==> config.mk <==
export PLATFORM = sky130hd
export DESIGN_NAME = lrcf_face
export DESIGN_NICKNAME = d
export VERILOG_FILES = /design/src/hw/rtl/lrcf_pkg.sv /design/src/hw/rtl/lrcf_face.sv
export SDC_FILE = /design/constraint.sdc
export NUM_CORES = 1
export LEC_CHECK = 0
export BUFFER_PORTS_ARGS = -buffer_cell sky130_fd_sc_hd__buf_2
export CORE_MARGIN = 2
export CORE_UTILIZATION = 42
export DETAILED_ROUTE_END_ITERATION = 8
export PLACE_DENSITY = 0.73
export SKIP_LAST_GASP = 1
export SLEW_MARGIN = 15
export SYNTH_ARGS = -nofsm -noshare
export SYNTH_HDL_FRONTEND = slang
export SYNTH_SLANG_ARGS = --single-unit
export TNS_END_PERCENT = 50
==> constraint.sdc <==
create_clock -name vclk -period 6
set_input_delay 0.6 -clock vclk [all_inputs]
set_output_delay 0.6 -clock vclk [all_outputs]
set_load 0.1 [all_outputs]
==> src/hw/rtl/lrcf_pkg.sv <==
// ----------------------------------------------------------------------------
// lrcf_pkg - shared types and constants of the ring clock face
// payload structs, color constants, gamma table and fixed-point widths
// ----------------------------------------------------------------------------
package lrcf_pkg;

   localparam int PIXEL_COUNT        = 60;
   localparam int FADE_STEPS_DEFAULT = 32;
   localparam int PIX_W              = $clog2(PIXEL_COUNT);
   localparam int COLOR_W            = 8;
   localparam int FRAC_W             = 10;
   localparam int LVL_W              = COLOR_W + FRAC_W;
   localparam int NUM_W              = LVL_W + 1;
   localparam int HOUR_W             = 5;
   localparam int MIN_W              = 6;
   localparam int ROT_W              = 6;

   localparam logic [HOUR_W-1:0] HOUR_MAX = 5'd23;
   localparam logic [MIN_W-1:0]  MIN_MAX  = 6'd59;
   localparam logic [PIX_W-1:0]  LAST_PIX = PIX_W'(PIXEL_COUNT - 1);

   localparam logic CMD_SET_TIME = 1'b0;
   localparam logic CMD_STEP     = 1'b1;

   localparam logic CSR_MUTE     = 1'b0;
   localparam logic CSR_ROTATION = 1'b1;

   // channel 2 is red, 1 green, 0 blue
   typedef logic [2:0][COLOR_W-1:0] color_type;
   typedef logic [2:0][LVL_W-1:0]   level_type;

   localparam color_type COL_TOP     = {8'd0,   8'd66,  8'd74};
   localparam color_type COL_QUARTER = {8'd0,   8'd0,   8'd80};
   localparam color_type COL_FIVE    = {8'd0,   8'd0,   8'd61};
   localparam color_type COL_ELEM    = {8'd0,   8'd0,   8'd32};
   localparam color_type COL_HOUR    = {8'd102, 8'd0,   8'd0};
   localparam color_type COL_MINUTE  = {8'd0,   8'd102, 8'd0};
   localparam color_type COL_SECOND  = {8'd92,  8'd85,  8'd0};
   localparam color_type COL_HMS     = {8'd126, 8'd112, 8'd0};
   localparam color_type COL_HM      = {8'd102, 8'd102, 8'd0};
   localparam color_type COL_HS      = {8'd137, 8'd0,   8'd0};
   localparam color_type COL_MS      = {8'd0,   8'd137, 8'd0};

   typedef struct packed {
      logic              command;
      logic [HOUR_W-1:0] hour;
      logic [MIN_W-1:0]  minute;
      logic [MIN_W-1:0]  second;
   } req_type;

   typedef struct packed {
      logic [PIX_W-1:0]   pixel_index;
      logic [COLOR_W-1:0] red;
      logic [COLOR_W-1:0] green;
      logic [COLOR_W-1:0] blue;
      logic               last;
   } rsp_type;

   localparam logic [7:0] GAMMA_LUT [256] = '{
      8'd0,  8'd0,  8'd0,  8'd0,  8'd0,  8'd0,  8'd0,  8'd0,
      8'd0,  8'd0,  8'd0,  8'd0,  8'd0,  8'd0,  8'd0,  8'd0,
      8'd0,  8'd0,  8'd0,  8'd0,  8'd0,  8'd0,  8'd0,  8'd0,
      8'd0,  8'd0,  8'd0,  8'd0,  8'd1,  8'd1,  8'd1,  8'd1,
      8'd1,  8'd1,  8'd1,  8'd1,  8'd1,  8'd1,  8'd1,  8'd1,
      8'd1,  8'd2,  8'd2,  8'd2,  8'd2,  8'd2,  8'd2,  8'd2,
      8'd2,  8'd3,  8'd3,  8'd3,  8'd3,  8'd3,  8'd3,  8'd3,
      8'd4,  8'd4,  8'd4,  8'd4,  8'd4,  8'd5,  8'd5,  8'd5,
      8'd5,  8'd6,  8'd6,  8'd6,  8'd6,  8'd7,  8'd7,  8'd7,
      8'd7,  8'd8,  8'd8,  8'd8,  8'd9,  8'd9,  8'd9,  8'd10,
      8'd10, 8'd10, 8'd11, 8'd11, 8'd11, 8'd12, 8'd12, 8'd13,
      8'd13, 8'd13, 8'd14, 8'd14, 8'd15, 8'd15, 8'd16, 8'd16,
      8'd17, 8'd17, 8'd18, 8'd18, 8'd19, 8'd19, 8'd20, 8'd20,
      8'd21, 8'd21, 8'd22, 8'd22, 8'd23, 8'd24, 8'd24, 8'd25,
      8'd25, 8'd26, 8'd27, 8'd27, 8'd28, 8'd29, 8'd29, 8'd30,
      8'd31, 8'd32, 8'd32, 8'd33, 8'd34, 8'd35, 8'd35, 8'd36,
      8'd37, 8'd38, 8'd39, 8'd39, 8'd40, 8'd41, 8'd42, 8'd43,
      8'd44, 8'd45, 8'd46, 8'd47, 8'd48, 8'd49, 8'd50, 8'd50,
      8'd51, 8'd52, 8'd54, 8'd55, 8'd56, 8'd57, 8'd58, 8'd59,
      8'd60, 8'd61, 8'd62, 8'd63, 8'd64, 8'd66, 8'd67, 8'd68,
      8'd69, 8'd70, 8'd72, 8'd73, 8'd74, 8'd75, 8'd77, 8'd78,
      8'd79, 8'd81, 8'd82, 8'd83, 8'd85, 8'd86, 8'd87, 8'd89,
      8'd90, 8'd92, 8'd93, 8'd95, 8'd96, 8'd98, 8'd99, 8'd101,
      8'd102,8'd104,8'd105,8'd107,8'd109,8'd110,8'd112,8'd114,
      8'd115,8'd117,8'd119,8'd120,8'd122,8'd124,8'd126,8'd127,
      8'd129,8'd131,8'd133,8'd135,8'd137,8'd138,8'd140,8'd142,
      8'd144,8'd146,8'd148,8'd150,8'd152,8'd154,8'd156,8'd158,
      8'd160,8'd162,8'd164,8'd167,8'd169,8'd171,8'd173,8'd175,
      8'd177,8'd180,8'd182,8'd184,8'd186,8'd189,8'd191,8'd193,
      8'd196,8'd198,8'd200,8'd203,8'd205,8'd208,8'd210,8'd213,
      8'd215,8'd218,8'd220,8'd223,8'd225,8'd228,8'd231,8'd233,
      8'd236,8'd239,8'd241,8'd244,8'd247,8'd249,8'd252,8'd255
   };

endpackage

==> src/hw/rtl/lrcf_face.sv <==
// ----------------------------------------------------------------------------
// lrcf_face - target color of one physical led
// background marks, hands and coincidence colors for the current time
// ----------------------------------------------------------------------------
module lrcf_face import lrcf_pkg::*; (
   input  logic [PIX_W-1:0]  pixel,
   input  logic [ROT_W-1:0]  rotation,
   input  logic [HOUR_W-1:0] hours,
   input  logic [MIN_W-1:0]  minutes,
   input  logic [MIN_W-1:0]  seconds,
   output color_type         color
);

   logic [ROT_W-1:0] rot_eff;
   logic [PIX_W:0]   wrapped;
   logic [PIX_W-1:0] logical;
   logic [3:0]       h12;
   logic [MIN_W-1:0] hpos;
   logic             five_mark;

   always_comb begin
      rot_eff = (rotation >= ROT_W'(PIXEL_COUNT)) ? rotation - ROT_W'(PIXEL_COUNT) : rotation;
      wrapped = {1'b0, pixel} + (PIX_W+1)'(PIXEL_COUNT) - {1'b0, rot_eff};
      logical = (pixel >= rot_eff) ? pixel - rot_eff : wrapped[PIX_W-1:0];
      h12     = (hours >= 5'd12) ? 4'(hours - 5'd12) : hours[3:0];
      hpos    = {h12, 2'b00} + {2'b00, h12};
      five_mark = 1'b0;
      for (int k = 0; k < PIXEL_COUNT / 5; k++) begin
         if (logical == PIX_W'(k * 5)) five_mark = 1'b1;
      end

      if (logical == '0) color = COL_TOP;
      else if (logical == 6'd15 || logical == 6'd30 || logical == 6'd45) color = COL_QUARTER;
      else if (five_mark) color = COL_FIVE;
      else color = COL_ELEM;

      // later hands paint over earlier ones
      if (logical == hpos)    color = COL_HOUR;
      if (logical == minutes) color = COL_MINUTE;
      if (logical == seconds) color = COL_SECOND;
      if (hpos == minutes) begin
         if (minutes == seconds) begin
            if (logical == seconds) color = COL_HMS;
         end else if (logical == minutes) begin
            color = COL_HM;
         end
      end else begin
         if (minutes == seconds && logical == minutes) color = COL_MS;
         if (hpos == seconds && logical == hpos) color = COL_HS;
      end
   end

endmodule

# --- After elaboration in Yosys (flattened, before gate mapping) ---
# Index checks and enable logic that the tools add are counted.
word_totals:
  regBits: 0
  inputBits: 29
  out_inout_bits: 24
  wordCells: 58
op_classes:
  add_sub_neg: 6
  n_lt_le_gt_ge: 3
  n_eq_ne: 17
  mux: 27
  n_reduce_logical: 5
op_table:
  columns: ["op", "n"]
  rows:
  - ["24-bit two-way mux", 9]
  - ["6-bit equality test", 6]
  - ["6-bit equality test (second input constant)", 5]
  - ["6-bit by 5-bit equality test with 1-bit output (second input constant)", 3]
  - ["15-bit two-way mux", 1]
  - ["6-bit by 4-bit equality test with 1-bit output (second input constant)", 2]
  - ["1-bit two-way mux", 12]
  - ["6-bit two-way mux", 2]
  - ["6-bit subtractor", 2]
  - ["7-bit two-way mux", 1]
  - ["6-bit by 4-bit adder with 6-bit output", 1]
  - ["6-bit adder (second input constant)", 1]
  - ["6-bit by 3-bit equality test with 1-bit output (second input constant)", 1]
  - ["6-bit >= comparator", 1]
  - ["6-bit >= comparator (second input constant)", 1]
  - ["6-bit zero test", 1]
  - ["6-bit subtractor (second input constant)", 1]
  - ["5-bit by 4-bit >= comparator with 1-bit output (second input constant)", 1]
  - ["5-bit two-way mux", 1]
  - ["4-bit two-way mux", 1]
  - ["4-bit subtractor (second input constant)", 1]
  - ["1-bit logical AND", 2]
  - ["1-bit logical OR", 2]

# --- Longest topological paths before layout ---
# Gate-level depths: netlist of the first run.
depth:
  depth_word: 26
  ltp_mapped: 15
  depth_no_buf: 14

# --- Worst setup path after synthesis of the first run ---
# No wires, ideal clock.
synth_timing:
  kind: "input -> output"
  from: "input rotation[2]"
  to: "output color[20] (netlist name)"
  t_arrival_ps: 6171
  t_required_ps: 5400
  slack_ps: -771
  path_stages: 15
  n_path_buf: 1
  cell_sequence: "ha_1 -> nand3_1 -> mux2_2 -> ha_1 -> inv_1 -> ha_1 -> a21oi_1 -> nand2_1 -> xnor2_1 -> mux2i_2 -> xnor2_1 -> nand4_2 -> nor3b_2 -> nor3_1 -> buf_4"
synth_lines:
  columns: ["element", "line", "text"]
  rows:
  - ["start, declared", "lrcf_face.sv:7", "input logic [ROT_W-1:0] rotation,"]
  - ["end, declared", "lrcf_face.sv:11", "output color_type color"]

==> impl_results.md, run 1 <==
- Run status: finished clean
- Main area contributors after synthesis: sky130_fd_sc_hd__xnor2_1 15%, sky130_fd_sc_hd__ha_1 14%, sky130_fd_sc_hd__xor2_1 8.5%, sky130_fd_sc_hd__inv_1 5.0%, sky130_fd_sc_hd__fa_1 4.8%
- Number of clock buffers in the layout: 0
- Period Utilization, post-route: between 80% and 90%
- Most numerous cell in the Yosys netlist: sky130_fd_sc_hd__xnor2_1
- Sum of buffers and inverters on the critical path: 3
- Inst Count DP: just under 300
- Layout cell share with drive strength beyond 1: between 30% and 40%
- Total of hold buffers inserted after clock tree synthesis: 0
- Average footprint of a synthesized cell: between 8 and 9 um^2
- DRT Pass-1 Iters: 4
- Peak ir drop on the vdd network: between 0.0001 and 0.00015 V
- Area added between synthesis and finish: 24.7%
- Areal power density over the cells: around 250 nW/um^2
- Shortest period the worst path allows: ~5000 ps
- Vias per std cell: between 5 and 6
- Setup CP Type: in2out
- Slew at the pin closest to its max-slew limit: slightly above 500 ps
- Critical path data required time: 5400 ps
- Final design area excluding fillers: between 2000 and 2500 um^2
- Hold crit path type: in2out
- Instance area at placement: approximately 2100 um^2
- Largest net degree at the start of global routing: 13
- Cell variety after synth: 54
- Number of resized instances in the post-cts repair step: 0
- Ys Warns: 0
- Sequence of cells on the critical path: buf_2 -> ha_4 -> nand3_4 -> mux2_4 -> ha_4 -> inv_2 -> ha_4 -> a21oi_1 -> nand2_1 -> xnor2_1 -> mux2i_4 -> or3b_2 -> nor4b_1 -> a31oi_1 -> a311oi_2 -> buf_2
- Top-level port count: 53
- RSZ-0062 raised after global routing: no
- Syn nets: ~260
- Final-report max-slew violation count: 0
- Cell type with the largest total area after synthesis: sky130_fd_sc_hd__xnor2_1
- Area of the core region: 3720 um^2
- Die Span Y: 66.8 um
- Buffers added on ports: 52
- Residual DRC: 0
- Worst hold slack after final layout: between 1500 and 2000 ps
- Count of endpoints failing setup in the final report: 0
- Crit start category: input port
- Normalized max-slew margin: 65.6%
- Die X-Extent: 66.8 um
- 1st-iter DRT viols: 30
- Number of antenna violations at the first check in global routing: 0
- Highest Clock Rate: 205 MHz
- Detailed placer's ending HPWL: 3010 um
- Area share of the largest cell type after synthesis: between 10 and 15%
- Hold path depth: 5
- Most used standard cells in the synthesized netlist: 28 x sky130_fd_sc_hd__xnor2_1, 22 x sky130_fd_sc_hd__inv_1, 19 x sky130_fd_sc_hd__ha_1
- Leakage power summed over all cells: about 0.93 nW
- Cells after Synth: 203
- Antenna diodes: 0
- Worst hold endpoint: color[23]
- Delay of the slowest cell on the worst path: between 400 and 500 ps
- Switch share: 70.1%
- Global router's overall resource usage: between 10% and 20%
- Min-Delay Startpoint: seconds[5]
- Count of filler cells inserted in the layout: ~360
- Cell type group with the largest total delay on the critical path: simple AND/OR/NAND/NOR gates
- Number of sequential cells in the layout: 0
- Critical path's most frequent cell: sky130_fd_sc_hd__ha_4
- DIE AREA: 4460 um^2
- Area of all sequential standard cells: 0 um^2
- Count of standard-cell rows: 22
- Max FO, Critical Path: 10
- Max-cap violations: 0
- Slowest stage cell, crit path: sky130_fd_sc_hd__or3b_2
- Starting Density: 44.5%
- Total wire length after detailed routing: roughly 3400 um
- Data arrival, critical path: approximately 4300 ps
- Netlist area before placement: roughly 1700 um^2
- Share of power burned in the clock network: 0%
- Number of global-route vias before repair: between 1000 and 1500
- Power Total: roughly 0.52 mW
- Wire length per cell: between 10 and 15 um
- Non-filler instance count after layout: around 290
- Internal Power: ~0.16 mW
- Global-route wire length before repair: 6020 um
- Post-synthesis sequential area ratio: 0%
- Overall via count from detail_route: 1480
- Share of power burned in combinational logic: 100.0%
- Gpl congestion: between 0.8 and 0.9
- Setup bufs post-CTS: 0
- Final Hold Viols: 0
- Final Net Count: roughly 300
- Worst setup EP type: primary output
- Power share of the sequential group: 0%
- Total congestion overflow after global routing: 0
- Switching power of the nets: approximately 0.37 mW
- Final antenna-violating net count: 0
[metrics by stage]
step                utilization (%)  setup slack (ps)  TNS, ps
CTS                            55.6              1100        0
global route                   55.6               878        0
floorplan                         -              -386     -772
finish                         55.6              1120        0
global placement               55.6              1150        0
detailed placement             55.6              1100        0
[placed cells by master (no fill, tap or decap), drive strengths merged, types with 3 or more instances in the layout]
cell type and n:
xor2 16, ha 19, nand2 8, mux2i 3, nor2 10, buf 52
nand4 6, o31ai 3, xnor2 29, nand3 7, nor4b 3, nor3 11
fa 4, nor4 3, inv 22, a21oi 12
[routing by layer]
metal  up-vias  wire length, um  part of all wire (%)  GRT usage (%)
met4         0                0                     0              0
met1       651             1650                    48           22.5
li1        789                -                     -              -
met2        40             1620                    47           30.9
met3         0              161                   4.7          0.169
met5         -                0                     0              0
[cell families (layout without fill, tap and decap cells)]
family,after synthesis,in the layout,synth area share [%]
compound gates,33,33,16.2
xor+xnor,47,47,27.7
fa+ha+maj,23,23,19.2
buf+inv,32,74,9.07
mux,5,5,4.38
other cells,1,1,0.227
simple gates,62,62,23.3
[power by group through the flow]
stage | Sequential [mW] | Combinational (mW) | Clock [mW]
after global placement | 0 | 0.522 | 0
after floorplan | 0 | 0.455 | 0
after detailed placement | 0 | 0.525 | 0
after global routing | 0 | 0.561 | 0
final | 0 | 0.523 | 0
after CTS | 0 | 0.527 | 0
[layout make-up]
cell class	instances	area (um^2)	area share [%]
multi-input cells	171	1660	80.5
repair buffers	52	260	12.6
inverters	22	82.6	4.00
well taps	48	60.1	2.91
[worst max path at each step]
stage                end  cells past startpoint        start
2_1_floorplan  color[22]                     15  rotation[2]
3_5_place_dp    color[4]                     13  rotation[2]
3_3_place_gp    color[4]                     16  rotation[2]
5_1_grt         color[4]                     16  rotation[2]
6_report        color[4]                     16  rotation[2]
4_1_cts         color[4]                     13  rotation[2]
Note: power is estimated with default switching activity, not from simulation.
==> inputs of run 2 (changes only) <==
Clock period 6 ns to 4.8 ns, I/O delays scaled along.
==> impl_results.md, run 2 (synthesis results as in run 1) <==
- Setup CP Type: in2out
- Data arrival, critical path: 4140 ps (-140 ps)
- 1st-iter DRT viols: 77 (+160%)
- Area of the core region: 3720 um^2 (unchanged)
- Most frequent standard cell in the layout excluding fill and tap cells: sky130_fd_sc_hd__buf_2
- Area added between synthesis and finish: 34.7%
- Die X-Extent: 66.8 um (unchanged)
- Leakage power summed over all cells: 0.984 nW (+5.9%)
- Leading cell types in the layout, fill and taps excluded: 44 x sky130_fd_sc_hd__buf_2, 26 x sky130_fd_sc_hd__xnor2_1, 21 x sky130_fd_sc_hd__inv_1, 16 x sky130_fd_sc_hd__xor2_1, 15 x sky130_fd_sc_hd__ha_1
- Post-layout worst setup margin: 184 ps (-938 ps)
- Util after Layout: 60.0% (+4.4 points)
- Critical path data required time: 4320 ps (-1080 ps)
- Switching power of the nets: 0.484 mW (+32%)
- Starting Density: 44.5% (unchanged)
- DRT Pass-1 Iters: 4 (unchanged)
- Final Net Count: 304 (+1.7%)
- Share of power burned in the clock network: 0% (unchanged)
- Placement-stage worst setup slack: 144 ps (-957 ps)
- Global-route wire length before repair: 6710 um (+12%)
- Overall via count from detail_route: 1585 (+7.1%)
- Max FO, Critical Path: 6 (-4)
- Sum Neg Setup Slack: 0 ps (unchanged)
- Wire length per cell: 13.4 um (+15%)
- Period Utilization, post-route: between 90 and 100%
- Final antenna-violating net count: 0 (unchanged)
- Switch share: 64.0% (-6.1 points)
- Hold path depth: 5 (unchanged)
- DIE AREA: 4460 um^2 (unchanged)
- Residual DRC: 0 (unchanged)
- Worst setup EP type: primary output
- Areal power density over the cells: 339 nW/um^2 (+34%)
- Gpl congestion: 0.810 (-3.0%)
- Highest Clock Rate: 217 MHz
- Number of antenna violations at the first check in global routing: 0 (unchanged)
- Slew at the pin closest to its max-slew limit: 679 ps (+164 ps)
- Buffers added on ports: 52 (unchanged)
- Total congestion overflow after global routing: 0 (unchanged)
- Internal Power: 0.272 mW (+74%)
- Non-filler instance count after layout: 298 (+1.7%)
- Hold crit path type: in2out
- Top-level port count: 53 (unchanged)
- Final Hold Viols: 0 (unchanged)
- Final-report max-slew violation count: 0 (unchanged)
- Area of all sequential standard cells: 0 um^2 (unchanged)
- Power share of the sequential group: 0% (unchanged)
- Inst Count DP: 294 (+0.34%)
- Global router's overall resource usage: 18.8% (+2.3 points)
- Count of endpoints failing setup in the final report: 0 (unchanged)
- Number of global-route vias before repair: 1492 (+12%)
- Peak ir drop on the vdd network: 0.000122 V (+2.1%)
- Detailed placer's ending HPWL: 3450 um (+14%)
- Run status: finished clean
- Die Span Y: 66.8 um (unchanged)
- Antenna diodes: 0 (unchanged)
- RSZ-0062 raised after global routing: no
- Normalized max-slew margin: 54.3% (-11 points)
- Shortest period the worst path allows: between 4000 and 5000 ps
- Max-cap violations: 0 (unchanged)
- Total wire length after detailed routing: 4000 um (+17%)
- Layout cell share with drive strength beyond 1: 38.0% (+3.7 points)
- Count of standard-cell rows: 22 (unchanged)
- Share of power burned in combinational logic: 100.0% (about the same)
- Number of clock buffers in the layout: 0 (unchanged)
- Crit start category: input port
- Vias per std cell: 5.32 (+5.3%)
- Largest net degree at the start of global routing: 13 (unchanged)
- Number of sequential cells in the layout: 0 (unchanged)
- Worst hold slack after final layout: 1660 ps (-248 ps)
[run 2: stage by stage]
step / area (um^2) / total power, mW
2_1_floorplan: 1840 / 0.577
3_3_place_gp: 2190 / 0.726
3_5_place_dp: 2190 / 0.736
4_1_cts: 2190 / 0.738
5_1_grt: 2230 / 0.799
6_report: 2230 / 0.756
[run 2: final timing paths]
path	from	end	slack [ps]
max	rotation[2]	color[4]	180
min	seconds[5]	color[23]	1660
[run 2: layout make-up]
class / instances / area, um^2
fill: 345 / 1490
inverter: 22 / 82.6
multi-input combinational: 171 / 1690
tap: 48 / 60.1
timing repair buffer: 57 / 393
[run 2: what timing repair did]
item	4_1_cts	5_1_grt
endpoints found under the setup margin	0	8
hold buffers	0	0
endpoints found under the hold margin	0	0
buffers inserted	0	4
resized for setup	0	3
[run 2: critical path, cell delays in order]
cell                       delay, ps
sky130_fd_sc_hd__buf_2           170
sky130_fd_sc_hd__ha_4            180
sky130_fd_sc_hd__nand3_4         100
sky130_fd_sc_hd__mux2_4          330
sky130_fd_sc_hd__ha_4            330
sky130_fd_sc_hd__inv_2            60
sky130_fd_sc_hd__ha_4            250
sky130_fd_sc_hd__a21oi_1         130
sky130_fd_sc_hd__nand2_1         100
sky130_fd_sc_hd__xnor2_1         170
sky130_fd_sc_hd__mux2i_4         260
sky130_fd_sc_hd__or3b_2          470
sky130_fd_sc_hd__nor4b_1         270
sky130_fd_sc_hd__a31oi_1         170
sky130_fd_sc_hd__a311oi_2        410
sky130_fd_sc_hd__buf_12          220
[run 2: power by group through the flow]
stage               sequential, mW  clock, mW  combinational, mW
global placement                 0          0              0.726
global route                     0          0              0.799
floorplan                        0          0              0.577
CTS                              0          0              0.738
finish                           0          0              0.756
detailed placement               0          0              0.736
[run 2: layer usage]
layer	part of all wire, %	vias up	track usage [%]
met3	2.7	0	0.338
met4	0	0	0
met5	0	-	0
li1	-	798	-
met1	45	760	25.6
met2	52	27	35.1
==> inputs of run 3 (changes only) <==
Settings changed: CORE_UTILIZATION 42 to 45, PLACE_DENSITY 0.73 to 0.77.
==> impl_results.md, run 3 (synthesis results as in run 1) <==
- Run status: finished clean
- Non-filler instance count after layout: 298 (unchanged)
- Final-report max-slew violation count: 0 (unchanged)
- Overall via count from detail_route: 1585 (unchanged)
- DIE AREA: 4180 um^2 (-6.3%)
- Critical path data required time: 4320 ps (about the same)
- Min-Delay Startpoint: minutes[3]
- Most frequent standard cell in the layout excluding fill and tap cells: sky130_fd_sc_hd__buf_2
- Slew at the pin closest to its max-slew limit: 682 ps (+2.95 ps)
- 1st-iter DRT viols: 50 (-35%)
- Shortest period the worst path allows: 4520 ps (-99.4 ps)
- Number of global-route vias before repair: 1473 (-1.3%)
- Worst setup EP type: primary output
- Global router's overall resource usage: 18.0% (-0.86 points)
- Largest net degree at the start of global routing: 13 (unchanged)
- Setup bufs post-CTS: 0 (unchanged)
- Hold path depth: 5 (unchanged)
- Final Net Count: 304 (unchanged)
- Area added between synthesis and finish: 35.0%
- Global-route wire length before repair: 6320 um (-5.9%)
- Number of antenna violations at the first check in global routing: 0 (unchanged)
- Inst Count DP: 294 (unchanged)
- Layout cell share with drive strength beyond 1: 37.6% (-0.40 points)
- Wire length per cell: 12.6 um (-6.1%)
- Areal power density over the cells: 338 nW/um^2 (-0.17%)
- Setup CP Type: in2out
- Post-layout worst setup margin: 284 ps (+99.4 ps)
- Count of endpoints failing setup in the final report: 0 (unchanged)
- Number of resized instances in the post-cts repair step: 0 (unchanged)
- Detailed-route wire length on metal 1: 1660 um (-7.3%)
- Max-cap violations: 0 (unchanged)
- Normalized max-slew margin: 54.1% (-0.20 points)
- Top-level port count: 53 (unchanged)
- Crit start category: input port
- Die Span Y: 64.7 um (-3.2%)
- Area of the core region: 3610 um^2 (-3.0%)
- Max FO, Critical Path: 7 (+1)
- Gpl congestion: 0.857 (+5.7%)
- Vias per std cell: 5.32 (unchanged)
- Max layer used: met3
- Leakage power summed over all cells: 0.987 nW (+0.27%)
- Worst hold endpoint: color[9]
- Count of standard-cell rows: 22 (unchanged)
- Total congestion overflow after global routing: 0 (unchanged)
- Placement-stage worst setup slack: 179 ps (+35.1 ps)
- Routed met3 length: 144 um (+31%)
- DRT Pass-1 Iters: 4 (unchanged)
- Number of clock buffers in the layout: 0 (unchanged)
- Period Utilization, post-route: 94.1% (-2.1 points)
- Leading cell types in the layout, fill and taps excluded: 45 x sky130_fd_sc_hd__buf_2, 26 x sky130_fd_sc_hd__xnor2_1, 21 x sky130_fd_sc_hd__inv_1, 16 x sky130_fd_sc_hd__xor2_1, 15 x sky130_fd_sc_hd__ha_1
- Antenna diodes: 0 (unchanged)
- Detailed placer's ending HPWL: 3290 um (-4.5%)
- Total wire length after detailed routing: 3760 um (-6.1%)
- Die X-Extent: 64.7 um (-3.2%)
- Peak ir drop on the vdd network: 0.000122 V (+0.30%)
- RSZ-0062 raised after global routing: yes
- Final Hold Viols: 0 (unchanged)
- Highest Clock Rate: 221 MHz (+2.2%)
- Residual DRC: 0 (unchanged)
- Data arrival, critical path: 4040 ps (-100 ps)
- Metal2 WL: 1950 um (-7.1%)
- Area of all sequential standard cells: 0 um^2 (unchanged)
- Total of hold buffers inserted after clock tree synthesis: 0 (unchanged)
- Hold crit path type: in2out
- Final antenna-violating net count: 0 (unchanged)
- Number of sequential cells in the layout: 0 (unchanged)
- Starting Density: 45.9% (+1.4 points)
- Buffers added on ports: 52 (unchanged)
==> run 3: power breakdown <==
group | internal, mW | leakage (nW) | switching, mW
combinational | 0.275 | 0.987 | 0.482
clock | 0 | 0 | 0
sequential | 0 | 0 | 0
==> run 3: how the worst max path moves through the flow <==
| stage | from | to | slack, ps |
|---|---|---|---|
| 2_1_floorplan | rotation[2] | color[22] | -1350 |
| 3_3_place_gp | rotation[2] | color[4] | 260 |
| 3_5_place_dp | rotation[2] | color[4] | 180 |
| 4_1_cts | rotation[2] | color[4] | 180 |
| 5_1_grt | hours[2] | color[20] | -9 |
| 6_report | hours[2] | color[12] | 280 |
==> run 3: layout make-up <==
class              instances  area (um^2)
inverters                 22         82.6
repair buffers            57          403
fillers                  329         1370
well taps                 48         60.1
multi-input cells        171         1690
==> run 3: critical path, cell delays in order <==
cell and delay, ps:
sky130_fd_sc_hd__buf_2 140, sky130_fd_sc_hd__ha_1 180, sky130_fd_sc_hd__nor3b_1 370, sky130_fd_sc_hd__nor3_1 140, sky130_fd_sc_hd__a21oi_1 250, sky130_fd_sc_hd__inv_1 70
sky130_fd_sc_hd__ha_1 210, sky130_fd_sc_hd__fa_1 530, sky130_fd_sc_hd__xnor2_1 240, sky130_fd_sc_hd__nand4_1 210, sky130_fd_sc_hd__nor3_4 390, sky130_fd_sc_hd__nor4_4 110
sky130_fd_sc_hd__nor3_1 230, sky130_fd_sc_hd__buf_2 470
==> run 3: per-layer routing <==
metal | global-route usage (%) | up-vias
met1 | 23.5 | 743
met3 | 0.694 | 0
met5 | 0 | -
met4 | 0.798 | 0
met2 | 34.2 | 39
li1 | - | 803
==> run 3: stage by stage <==
step / cell area [um^2] / utilization [%] / hold WS (ps) / power, mW / setup TNS, ps
2_1_floorplan: 1840 / - / 1270 / 0.577 / -8060
3_3_place_gp: 2200 / 61.1 / 1620 / 0.727 / 0
3_5_place_dp: 2200 / 61.1 / 1620 / 0.737 / 0
4_1_cts: 2200 / 61.1 / 1630 / 0.739 / 0
5_1_grt: 2230 / 62.0 / 1680 / 0.799 / -18.4
6_report: 2230 / 62.0 / 1640 / 0.756 / 0
